===== config.mk =====
export PLATFORM = sky130hd
export DESIGN_NAME = lob_ctrl
export DESIGN_NICKNAME = d
export VERILOG_FILES = /design/src/lob_pkg.sv /design/src/lob_ctrl.sv
export SDC_FILE = /design/constraint.sdc
export NUM_CORES = 1
export LEC_CHECK = 0
export ABC_AREA = 1
export BUFFER_PORTS_ARGS = -buffer_cell sky130_fd_sc_hd__buf_4
export CAP_MARGIN = 20
export CORE_ASPECT_RATIO = 0.9
export CORE_UTILIZATION = 48
export DETAILED_ROUTE_END_ITERATION = 10
export GPL_TIMING_DRIVEN = 0
export PLACE_DENSITY = 0.74
export SLEW_MARGIN = 10
export SYNTH_ARGS = -nofsm -noshare
export SYNTH_HDL_FRONTEND = slang
export SYNTH_SLANG_ARGS = --single-unit

===== constraint.sdc =====
create_clock -name clk -period 1.4 [get_ports clk]
set_input_delay 0.21 -clock clk [delete_from_list [all_inputs] [get_ports clk]]
set_output_delay 0.21 -clock clk [all_outputs]
set_load 0.005 [all_outputs]

===== src/lob_pkg.sv =====
// Shared constants, codes and structs of the limit order book.
package lob_pkg;

	localparam int ORDER_SLOTS     = 1024;
	localparam int LEVELS_PER_SIDE = 256;
	localparam int AW   = $clog2(ORDER_SLOTS);
	localparam int CW   = AW + 1;
	localparam int LCW  = $clog2(LEVELS_PER_SIDE + 1);
	localparam int IDW  = 64;
	localparam int PW   = 32;
	localparam int QW   = 32;
	localparam int TW   = 42;
	localparam int OPW  = 3;
	localparam int STW  = 3;
	localparam int IN_DW  = 200;
	localparam int OUT_DW = 192;

	typedef enum logic [OPW-1:0] {
		OP_ADD     = 3'd0,
		OP_CANCEL  = 3'd1,
		OP_EXECUTE = 3'd2,
		OP_REPLACE = 3'd3,
		OP_QUERY   = 3'd4
	} op_t;

	typedef enum logic [STW-1:0] {
		ST_OK        = 3'd0,
		ST_DUP       = 3'd1,
		ST_POOL_FULL = 3'd2,
		ST_NOT_FOUND = 3'd3,
		ST_IGNORED   = 3'd4,
		ST_LVL_FULL  = 3'd5
	} status_t;

	typedef enum logic [2:0] {
		S_CLEAR,
		S_IDLE,
		S_SCAN_A,
		S_SCAN_B,
		S_APPLY,
		S_SCAN_C,
		S_DONE
	} state_t;

	typedef enum logic [1:0] {
		PASS_A,
		PASS_B,
		PASS_C
	} pass_t;

	typedef enum logic [1:0] {
		LVL_HOLD,
		LVL_INC,
		LVL_DEC
	} lvl_op_t;

	typedef struct packed {
		logic          valid;
		logic          side;
		logic [IDW-1:0] id;
		logic [PW-1:0]  price;
		logic [QW-1:0]  qty;
	} entry_t;

	typedef struct packed {
		logic          rd_en;
		logic          wr_clr;
		logic [AW-1:0] addr;
		pass_t         pass;
		logic          load_in;
		logic          apply;
		logic          load_out;
	} cmd_t;

endpackage


===== src/lob_ctrl.sv =====
// Sequencer: clearing pass, three scans over the order store, update and result handoff.
module lob_ctrl (
	input  logic          clk,
	input  logic          arst_n,
	input  logic          s_tvalid,
	output logic          s_tready,
	output logic          m_tvalid,
	input  logic          m_tready,
	output lob_pkg::cmd_t cmd
);
	import lob_pkg::*;

	state_t        state_q, state_d;
	logic [CW-1:0] cnt_q;
	logic          ovalid_q;
	logic          last;

	assign last     = (cnt_q == CW'(ORDER_SLOTS));
	assign s_tready = (state_q == S_IDLE);
	assign m_tvalid = ovalid_q;

	always_comb begin
		state_d = state_q;
		unique case (state_q)
			S_CLEAR:  if (last) state_d = S_IDLE;
			S_IDLE:   if (s_tvalid) state_d = S_SCAN_A;
			S_SCAN_A: if (last) state_d = S_SCAN_B;
			S_SCAN_B: if (last) state_d = S_APPLY;
			S_APPLY:  state_d = S_SCAN_C;
			S_SCAN_C: if (last) state_d = S_DONE;
			S_DONE:   if (!ovalid_q || m_tready) state_d = S_IDLE;
			default:  state_d = S_IDLE;
		endcase
	end

	always_comb begin
		cmd          = '0;
		cmd.addr     = cnt_q[AW-1:0];
		cmd.pass     = PASS_A;
		unique case (state_q)
			S_CLEAR:  cmd.wr_clr = !last;
			S_IDLE:   cmd.load_in = s_tvalid;
			S_SCAN_A: cmd.rd_en = !last;
			S_SCAN_B: begin
				cmd.rd_en = !last;
				cmd.pass  = PASS_B;
			end
			S_APPLY:  cmd.apply = 1'b1;
			S_SCAN_C: begin
				cmd.rd_en = !last;
				cmd.pass  = PASS_C;
			end
			S_DONE:   cmd.load_out = !ovalid_q || m_tready;
			default:  cmd = '0;
		endcase
	end

	always_ff @(posedge clk or negedge arst_n) begin
		if (!arst_n) begin
			state_q  <= S_CLEAR;
			cnt_q    <= '0;
			ovalid_q <= 1'b0;
		end else begin
			state_q <= state_d;
			// one extra step per pass lets the last read word land
			if ((state_q == S_CLEAR || state_q == S_SCAN_A || state_q == S_SCAN_B ||
			     state_q == S_SCAN_C) && !last)
				cnt_q <= cnt_q + CW'(1);
			else
				cnt_q <= '0;
			if (cmd.load_out)
				ovalid_q <= 1'b1;
			else if (m_tready)
				ovalid_q <= 1'b0;
		end
	end

endmodule


==> results of run 1 <==
==> state kept, by name, summed over array words and instances, names as in the netlist <==
signal    cells
cnt_q        11
m_tvalid      1
state_q       3
==> power by group <==
part                 switching [mW]  internal (mW)
Combinational                0.0134        0.00790
Sequential     0.000000000000000129          0.433
Clock                         0.149          0.111
==> synthesized netlist by cell type <==
cell and number:
nand2_1 39, inv_1 26, dfrtp_1 15, nor2_1 14, nand3_1 13, nor2_2 13, ha_1 4, a21oi_1 3
inv_2 3, nand4_1 3, buf_6 2, nand3_2 2, xnor2_1 2, a21oi_2 1, a31oi_1 1, and3_1 1
buf_8 1, nand2_2 1, nand2_4 1, nor3_1 1, nor3_2 1, o21a_1 1, o21ai_0 1, o21ai_4 1
or2_2 1, xor2_1 1
==> path summary, 6_finish.rpt <==
path / from / slack [ps] / endpoint
worst max-delay path: cnt_q[8] / -370 / cmd[15]
worst min-delay path: m_tready / 240 / m_tvalid
worst max register to register: cnt_q[2] / -220 / state_q[2]
worst min register to register: cnt_q[0] / 600 / cnt_q[0]
max in group asynchronous: arst_n / 900 / cnt_q[2]
min in group asynchronous: arst_n / 290 / cnt_q[6]
==> tightest hold or removal path: stages <==
cell	delay [ps]
buf_4	80
inv_1	50
nand2_1	100
nand2_1	60
==> cell families after synthesis <==
group           after synthesis  synth area share [%]
xor+xnor                      3                  2.42
buf+inv                      32                  13.5
compound gates                8                  5.42
simple gates                 90                  39.5
flops                        15                  34.6
fa+ha+maj                     4                  4.61
==> stage by stage <==
stage,std cells,instance area [um^2],power (mW)
after CTS,223,1580,0.710
final,236,1870,0.714
after detailed placement,199,1280,0.459
after floorplan,152,1090,0.444
after global routing,236,1870,0.740
after global placement,199,1280,0.458
==> per-layer routing <==
metal | GRT usage, % | up-vias
li1 | - | 587
met1 | 35.8 | 670
met2 | 51.0 | 157
met3 | 7.77 | 58
met4 | 10.0 | 0
met5 | 0 | -
==> final cells by class <==
type	count	area share (%)
Timing Repair Buffer	54	28.7
Buffer	3	2.21
Sequential cell	15	20.4
Inverter	29	5.96
Multi-Input combinational cell	106	39.7
Clock buffer	4	1.41
Tap cell	25	1.67
==> repair_timing <==
item	4_1_cts	5_1_grt
pin swaps	8	20
setup endpoints to repair	29	31
gates cloned	2	0
hold buffers	1	0
buffers inserted	17	13
hold endpoints to repair	15	0
gates resized for setup	21	62
==> metrics, run 1 <==
status=finished, violations left; failing checks=negative setup slack; R2R depth=9; clock net sink count=15; Max rail drop VDD=0.000510 V; met2 WL=2.17 mm; die height=47.1 um; post-synthesis cell area=0.00109 mm^2; Core Region=0.00203 mm^2; post-synthesis register bit count=15; top post-synthesis cells by area=dfrtp_1 (35%), nand2_1 (13%), inv_1 (9.0%); hold path cells=4; CTS Buf Count=3; WL met1=1.76 mm; Top Metal Used=met4; yosys warns=0; WP depth=4; Final Hold Viols=0; # setup viols final=31; final core utilization=92.2%; crit path kind=flop to output pin; crit end category=output pin; CTS tree=yes; worst-path fanout max=5; Lkg Pwr=0.959 nW; DRC viols=0; Yosys top cell area share=34.6%; Die ar.=0.00246 mm^2; Final HPWL DP=1.75 mm; routed len/inst=20.6 um; drt pass-1 iters=5; I/O pins=23; PwrDens=382 mW/mm^2; Multi-input gate area=741 um^2; # rows=15; Nets=220; worst path required time=1190 ps; GRT Total Usage=29.3%; critical path startpoint category=flop; Crit path buffers/inverters=1; initial core utilization=53.6%; minimum clock period=1770 ps; met3 routed WL=587 um; Tcrit/Tclk final=126%; Data arrival, critical path=1560 ps; fin worst setup slack=-367 ps; largest delay contributor family on the critical path=simple AND/OR/NAND/NOR gates; commonest non-fill, non-tap cells in the layout=buf_4 (28), nand2_1 (25), buf_6 (23); sequential cell area=382 um^2; Setup TNS Final=-5290 ps; Hold Path Class=primary input to flop; Syn Area/Cell=7.15 um^2; Area growth, synth to finish=72.0%; Die Wd=52.1 um; gpl congestion=0.852; vias in the first global route=1089; Synth Net Count=160; Peak Freq=566 MHz; slowest cell delay on critical path=480 ps; clk buf depth=2; Synth cell types=26; Starting DRT DRC Count=133; Worst slew margin=67.0%; Filler cells=74; # port buffers=22; ANT cells=0; RSZ-0062 raised after global routing=yes; cell taking the most area after synthesis=dfrtp_1; CP Cell Sequence=nor3_2 > nand2_4 > and3_4 > buf_6; initial antenna violation count=0; pin count of the biggest net entering global routing=16; GR Overflow Total=0; Slew @ Worst Pin=494 ps; clk_lat worst skew=300 ps; Seq/Total Area, Yosys=34.6%; hold slack=238 ps; max-slew violations=0; H-tree depth=1; pre-CTS setup slack=-72.7 ps; via/cell ratio=6.24; Routed Antenna Nets=0; Clock Root Buffer=clkbuf_4; Synth Instances=152; CP max stage cell=dfrtp_1; Worst Skew=6.62 ps; Post-Route WL=4.87 mm; Max-Cap Viols=0; share of layout cells above drive strength 1=60.7%; vias post-DR=1472; CTS clock-pin slew for the worst setup and hold paths=90 ps; first-pass GRT wire length=5.06 mm; most common cell after layout, fill and taps aside=buf_4
(Power assumes the default switching activity.)
==> inputs of run 2 (changes only) <==
CORE_UTILIZATION = 55   (was 48)
PLACE_DENSITY = 0.8   (was 0.74)
clock period = 2.1 ns   (was 1.4 ns; I/O delays follow)
==> metrics, run 2 (synthesis gave the netlist of run 1 again) <==
status=finished, final reports clean; # rows=14 (-1); share of layout cells above drive strength 1=29.6% (-31 points); initial core utilization=61.4% (+7.8 points); clk_lat worst skew=290 ps (about the same); # port buffers=22 (unchanged); Final Hold Viols=0 (unchanged); worst-path fanout max=5 (unchanged); Slew @ Worst Pin=405 ps (-89.2 ps); Clock Root Buffer=clkbuf_4; critical path startpoint category=flop; vias in the first global route=831 (-24%); hold slack=293 ps (+54.7 ps); GRT Total Usage=22.8% (-6.6 points); Tcrit/Tclk final=87.9%; Final Cell Area=0.00132 mm^2 (-29%); R2R Setup Slk=670 ps (+890 ps); Largest Register=cnt_q; gpl congestion=0.823 (-3.4%); Lkg Pwr=0.757 nW (-21%); minimum clock period=1850 ps; RSZ-0062 raised after global routing=no; most common cell after layout, fill and taps aside=nand2_1; via/cell ratio=4.85 (-22%); launching point of the worst reg2reg path=cnt_q[0]; Hold Path Class=primary input to flop; Starting DRT DRC Count=13 (-90%); Worst slew margin=72.9% (+6.0 points); # setup viols final=0 (-100%); GR Overflow Total=0 (unchanged); Routed Antenna Nets=0 (unchanged); I/O pins=23 (unchanged); PnR Total Power=463 uW (-35%); critical hold path startpoint=m_tready; pin count of the biggest net entering global routing=16 (unchanged); pre-CTS setup slack=556 ps (+629 ps); max-slew violations=0 (unchanged); Die ar.=0.00216 mm^2 (-12%); hold endpoint=m_tvalid; worst path required time=1780 ps (+590 ps); vias post-DR=985 (-33%); DRC viols=0 (unchanged); Nets=188 (-15%); CTS Buf Count=3 (unchanged); Placed Cells incl. Taps=198 (-0.50%); Max-Cap Viols=0 (unchanged); die height=44.2 um (-6.3%); sequential cell area=375 um^2 (-1.6%); Max rail drop VDD=0.000301 V (-41%); clock net sink count=15 (unchanged); Resize count post-CTS=0 (-100%); Data arrival, critical path=1530 ps (-30 ps); H-tree depth=1 (unchanged); Final HPWL DP=1.68 mm (-4.0%); first-pass GRT wire length=3.65 mm (-28%); initial antenna violation count=0 (unchanged); fin worst setup slack=255 ps (+621 ps); Peak Freq=542 MHz; Worst Skew=10.2 ps (+3.62 ps); Worst R2R End=state_q[2]; drt pass-1 iters=4 (-1); crit path kind=flop to output pin; PwrDens=351 mW/mm^2 (-8.3%); Filler cells=156 (+110%); CTS clock-pin slew for the worst setup and hold paths=90 ps (about the same); Die Wd=48.8 um (-6.3%); ANT cells=0 (unchanged); hold path cells=4 (unchanged); routed len/inst=10.7 um (-48%); Setup TNS Final=0 ps (+5290 ps); Largest register FFs=11 (unchanged); commonest non-fill, non-tap cells in the layout=nand2_1 (39), inv_1 (26), buf_4 (22); CTS tree=yes; R2R depth=9 (unchanged); Area growth, synth to finish=21.4%; postcts setup bufs=0 (-17); crit end category=output pin; Non-Filler Instances=203 (-14%); Core Region=0.00177 mm^2 (-13%); Multi-input gate area=564 um^2 (-24%); clk buf depth=2 (unchanged); final core utilization=74.5% (-18 points); Post-Route WL=2.16 mm (-56%); post-placement cell area=0.00128 mm^2 (about the same)
## run 2: changes by cell type in the layout (fill, tap and decap cells not counted), moves of 6 or more
cell | previous run | this run
inv_1 | 13 | 26
nor2_4 | 6 | 0
nand2_2 | 13 | 1
buf_6 | 23 | 2
buf_4 | 28 | 22
nand2_1 | 25 | 39
inv_2 | 15 | 3
## run 2: report_power, final
group / internal [mW] / switching (mW) / leakage [nW] / total [mW]
clock network: 0.0709 / 0.0910 / 0.0177 / 0.162
logic: 0.00516 / 0.00716 / 0.544 / 0.0123
registers: 0.289 / 0.0000000000000000620 / 0.195 / 0.289
## run 2: worst max path at each step
stage,cells after the start,to,from,slack (ps)
CTS,7,cmd[15],cnt_q[0],240
floorplan,6,cmd[15],cnt_q[0],780
finish,7,cmd[15],cnt_q[0],250
global placement,7,cmd[15],cnt_q[0],540
global route,7,cmd[15],cnt_q[0],100
detailed placement,7,cmd[15],cnt_q[0],560
## run 2: routing by layer
metal,vias up,track usage [%],wire [um]
met3,5,6.19,97
met2,21,35.6,971
met5,-,0,0
li1,516,-,-
met1,443,31.1,1070
met4,0,7.06,21
## run 2: area by class of cell
cell class,count,share of cell area (%)
timing repair buffer,23,13.3
clock buffer,3,1.71
multi-input combinational,105,42.8
buffer,3,2.85
inverter,29,8.25
clock inverter,1,0.380
tap,24,2.28
sequential,15,28.5
## run 2: timing repair
action | in CTS | in global routing
hold buffers | 1 | 0
setup endpoints to repair | 0 | 0
hold endpoints to repair | 15 | 0
## run 2: worst max-delay path, stage by stage (launching register included)
cell     delay [ps]
dfrtp_1         430
inv_1            70
ha_1            170
nand2_1          60
nor2_1           90
nand2_1         120
and3_1          170
buf_4           130
==> inputs of run 3 (changes only) <==
CORE_UTILIZATION = 30   (was 55)
PLACE_DENSITY = unset   (was 0.8)
==> metrics, run 3 (synthesis gave the netlist of run 1 again) <==
final core utilization=39.7% (-35 points); die height=59.1 um (+34%); # rows=20 (+6); ANT cells=0 (unchanged); Starting DRT DRC Count=21 (+8); post-placement cell area=0.00131 mm^2 (+2.0%); pin count of the biggest net entering global routing=16 (unchanged); Routed Antenna Nets=0 (unchanged); share of layout cells above drive strength 1=29.6% (unchanged); CP max stage cell=dfrtp_1; Die ar.=0.00387 mm^2 (+79%); # setup viols final=0 (unchanged); first-pass GRT wire length=3.53 mm (-3.2%); Lkg Pwr=0.765 nW (+1.0%); Worst Skew=1.27 ps (-8.98 ps); worst path required time=1780 ps (about the same); Hold Path Class=primary input to flop; RSZ-0062 raised after global routing=no; Data arrival, critical path=1510 ps (-20 ps); Area growth, synth to finish=25.5%; crit-path most repeated cell=nand2_1; gpl congestion=0.860 (+4.5%); Clock Root Buffer=clkbuf_8; minimum clock period=1830 ps (-19.5 ps); commonest non-fill, non-tap cells in the layout=nand2_1 (39), inv_1 (26), buf_4 (22); clk buf depth=2 (unchanged); Core Region=0.00343 mm^2 (+94%); H-tree depth=1 (unchanged); Slew @ Worst Pin=445 ps (+40.6 ps); slowest cell delay on critical path=430 ps (about the same); status=finished, final reports clean; Final Cell Area=0.00136 mm^2 (+3.3%); # port buffers=22 (unchanged); PwrDens=396 mW/mm^2 (+13%); I/O pins=23 (unchanged); clk_lat worst skew=250 ps (-40 ps); via/cell ratio=4.37 (-9.9%); max-slew violations=0 (unchanged); Setup TNS Final=0 ps (unchanged); CTS Buf Count=3 (unchanged); hold slack=327 ps (+34.4 ps); Multi-input gate area=564 um^2 (unchanged); Filler cells=365 (+130%); Max-Cap Viols=0 (unchanged); initial antenna violation count=0 (unchanged); Largest Register=cnt_q; Die Wd=65.4 um (+34%); Worst slew margin=70.2% (-2.7 points); Tcrit/Tclk final=87.0% (-0.93 points); DRC viols=0 (unchanged); vias in the first global route=781 (-6.0%); Max rail drop VDD=0.000163 V (-46%); Nets=188 (unchanged); drt pass-1 iters=4 (unchanged); sequential cell area=375 um^2 (unchanged); routed len/inst=9.47 um (-11%); CTS clock-pin slew for the worst setup and hold paths=60 ps (-30 ps); Final Hold Viols=0 (unchanged); CP Cell Sequence=inv_1 > ha_1 > nand2_1 > nor2_1 > nand2_1 > and3_1 > buf_4; worst-path fanout max=5 (unchanged); clock net sink count=15 (unchanged); crit end category=output pin; Peak Freq=548 MHz (+1.1%); vias post-DR=975 (-1.0%); Final HPWL DP=1.64 mm (-2.3%); most common cell after layout, fill and taps aside=nand2_1; PnR Total Power=539 uW (+17%); GR Overflow Total=0 (unchanged); CTS tree=yes; initial core utilization=31.7% (-30 points); Largest register FFs=11 (unchanged); critical path startpoint category=flop; crit path kind=flop to output pin; GRT Total Usage=12.3% (-10 points); Post-Route WL=2.11 mm (-2.4%)
==> run 3: cell count changes in the layout (fill, tap and decap cells not counted) <==
cell      previous run  this run
clkbuf_8             0         3
clkbuf_4             3         0
==> run 3: layout make-up <==
class                   instances  share of cell area, %
clock buffers                   3                   3.03
well taps                      44                   4.04
inverters                      29                   7.99
flip-flops and latches         15                   27.5
repair buffers                 23                   12.9
clock inverters                 1                  0.367
multi-input cells             105                   41.4
plain buffers                   3                   2.75
==> run 3: path summary, 6_finish.rpt <==
check / from / to / slack (ps) / depth (start not counted)
max in group asynchronous: arst_n / cnt_q[6] / 1480 / 2
max: cnt_q[0] / cmd[15] / 270 / 7
min: m_tready / m_tvalid / 330 / 4
min reg2reg: cnt_q[0] / cnt_q[0] / 510 / 1
min in group asynchronous: arst_n / cnt_q[0] / 450 / 2
max reg2reg: cnt_q[0] / state_q[2] / 680 / 9
==> run 3: routing by layer <==
layer	up-vias	track usage, %	part of all wire [%]
met1	433	17.5	51
met4	0	7.45	2.4
met3	4	1.73	3.4
li1	520	-	-
met2	18	17.5	43
met5	-	0	0
==> run 3: through the flow <==
step	setup WS, ps	std cells
finish	274	223
global route	136	223
CTS	243	223
detailed placement	539	218
global placement	510	218
floorplan	779	152
==> run 3: critical path: cells and delay by family, from the launching register on <==
kind,cells,cell delay [ps]
buffers and inverters,2,200
flip-flops,1,430
adder cells (fa/ha/maj),1,170
AND/OR/NAND/NOR,4,460
==> run 3: timing repair <==
item | in CTS | in global routing
hold endpoints to repair | 15 | 0
gates resized for setup | 0 | 0
buffers inserted | 0 | 0
hold buffers | 1 | 0
==> run 3: where the power goes <==
group / switching, mW / internal, mW / total (mW)
clock: 0.106 / 0.131 / 0.238
combinational: 0.00709 / 0.00516 / 0.0122
sequential: 0.0000000000000000705 / 0.289 / 0.289
total: 0.114 / 0.426 / 0.539
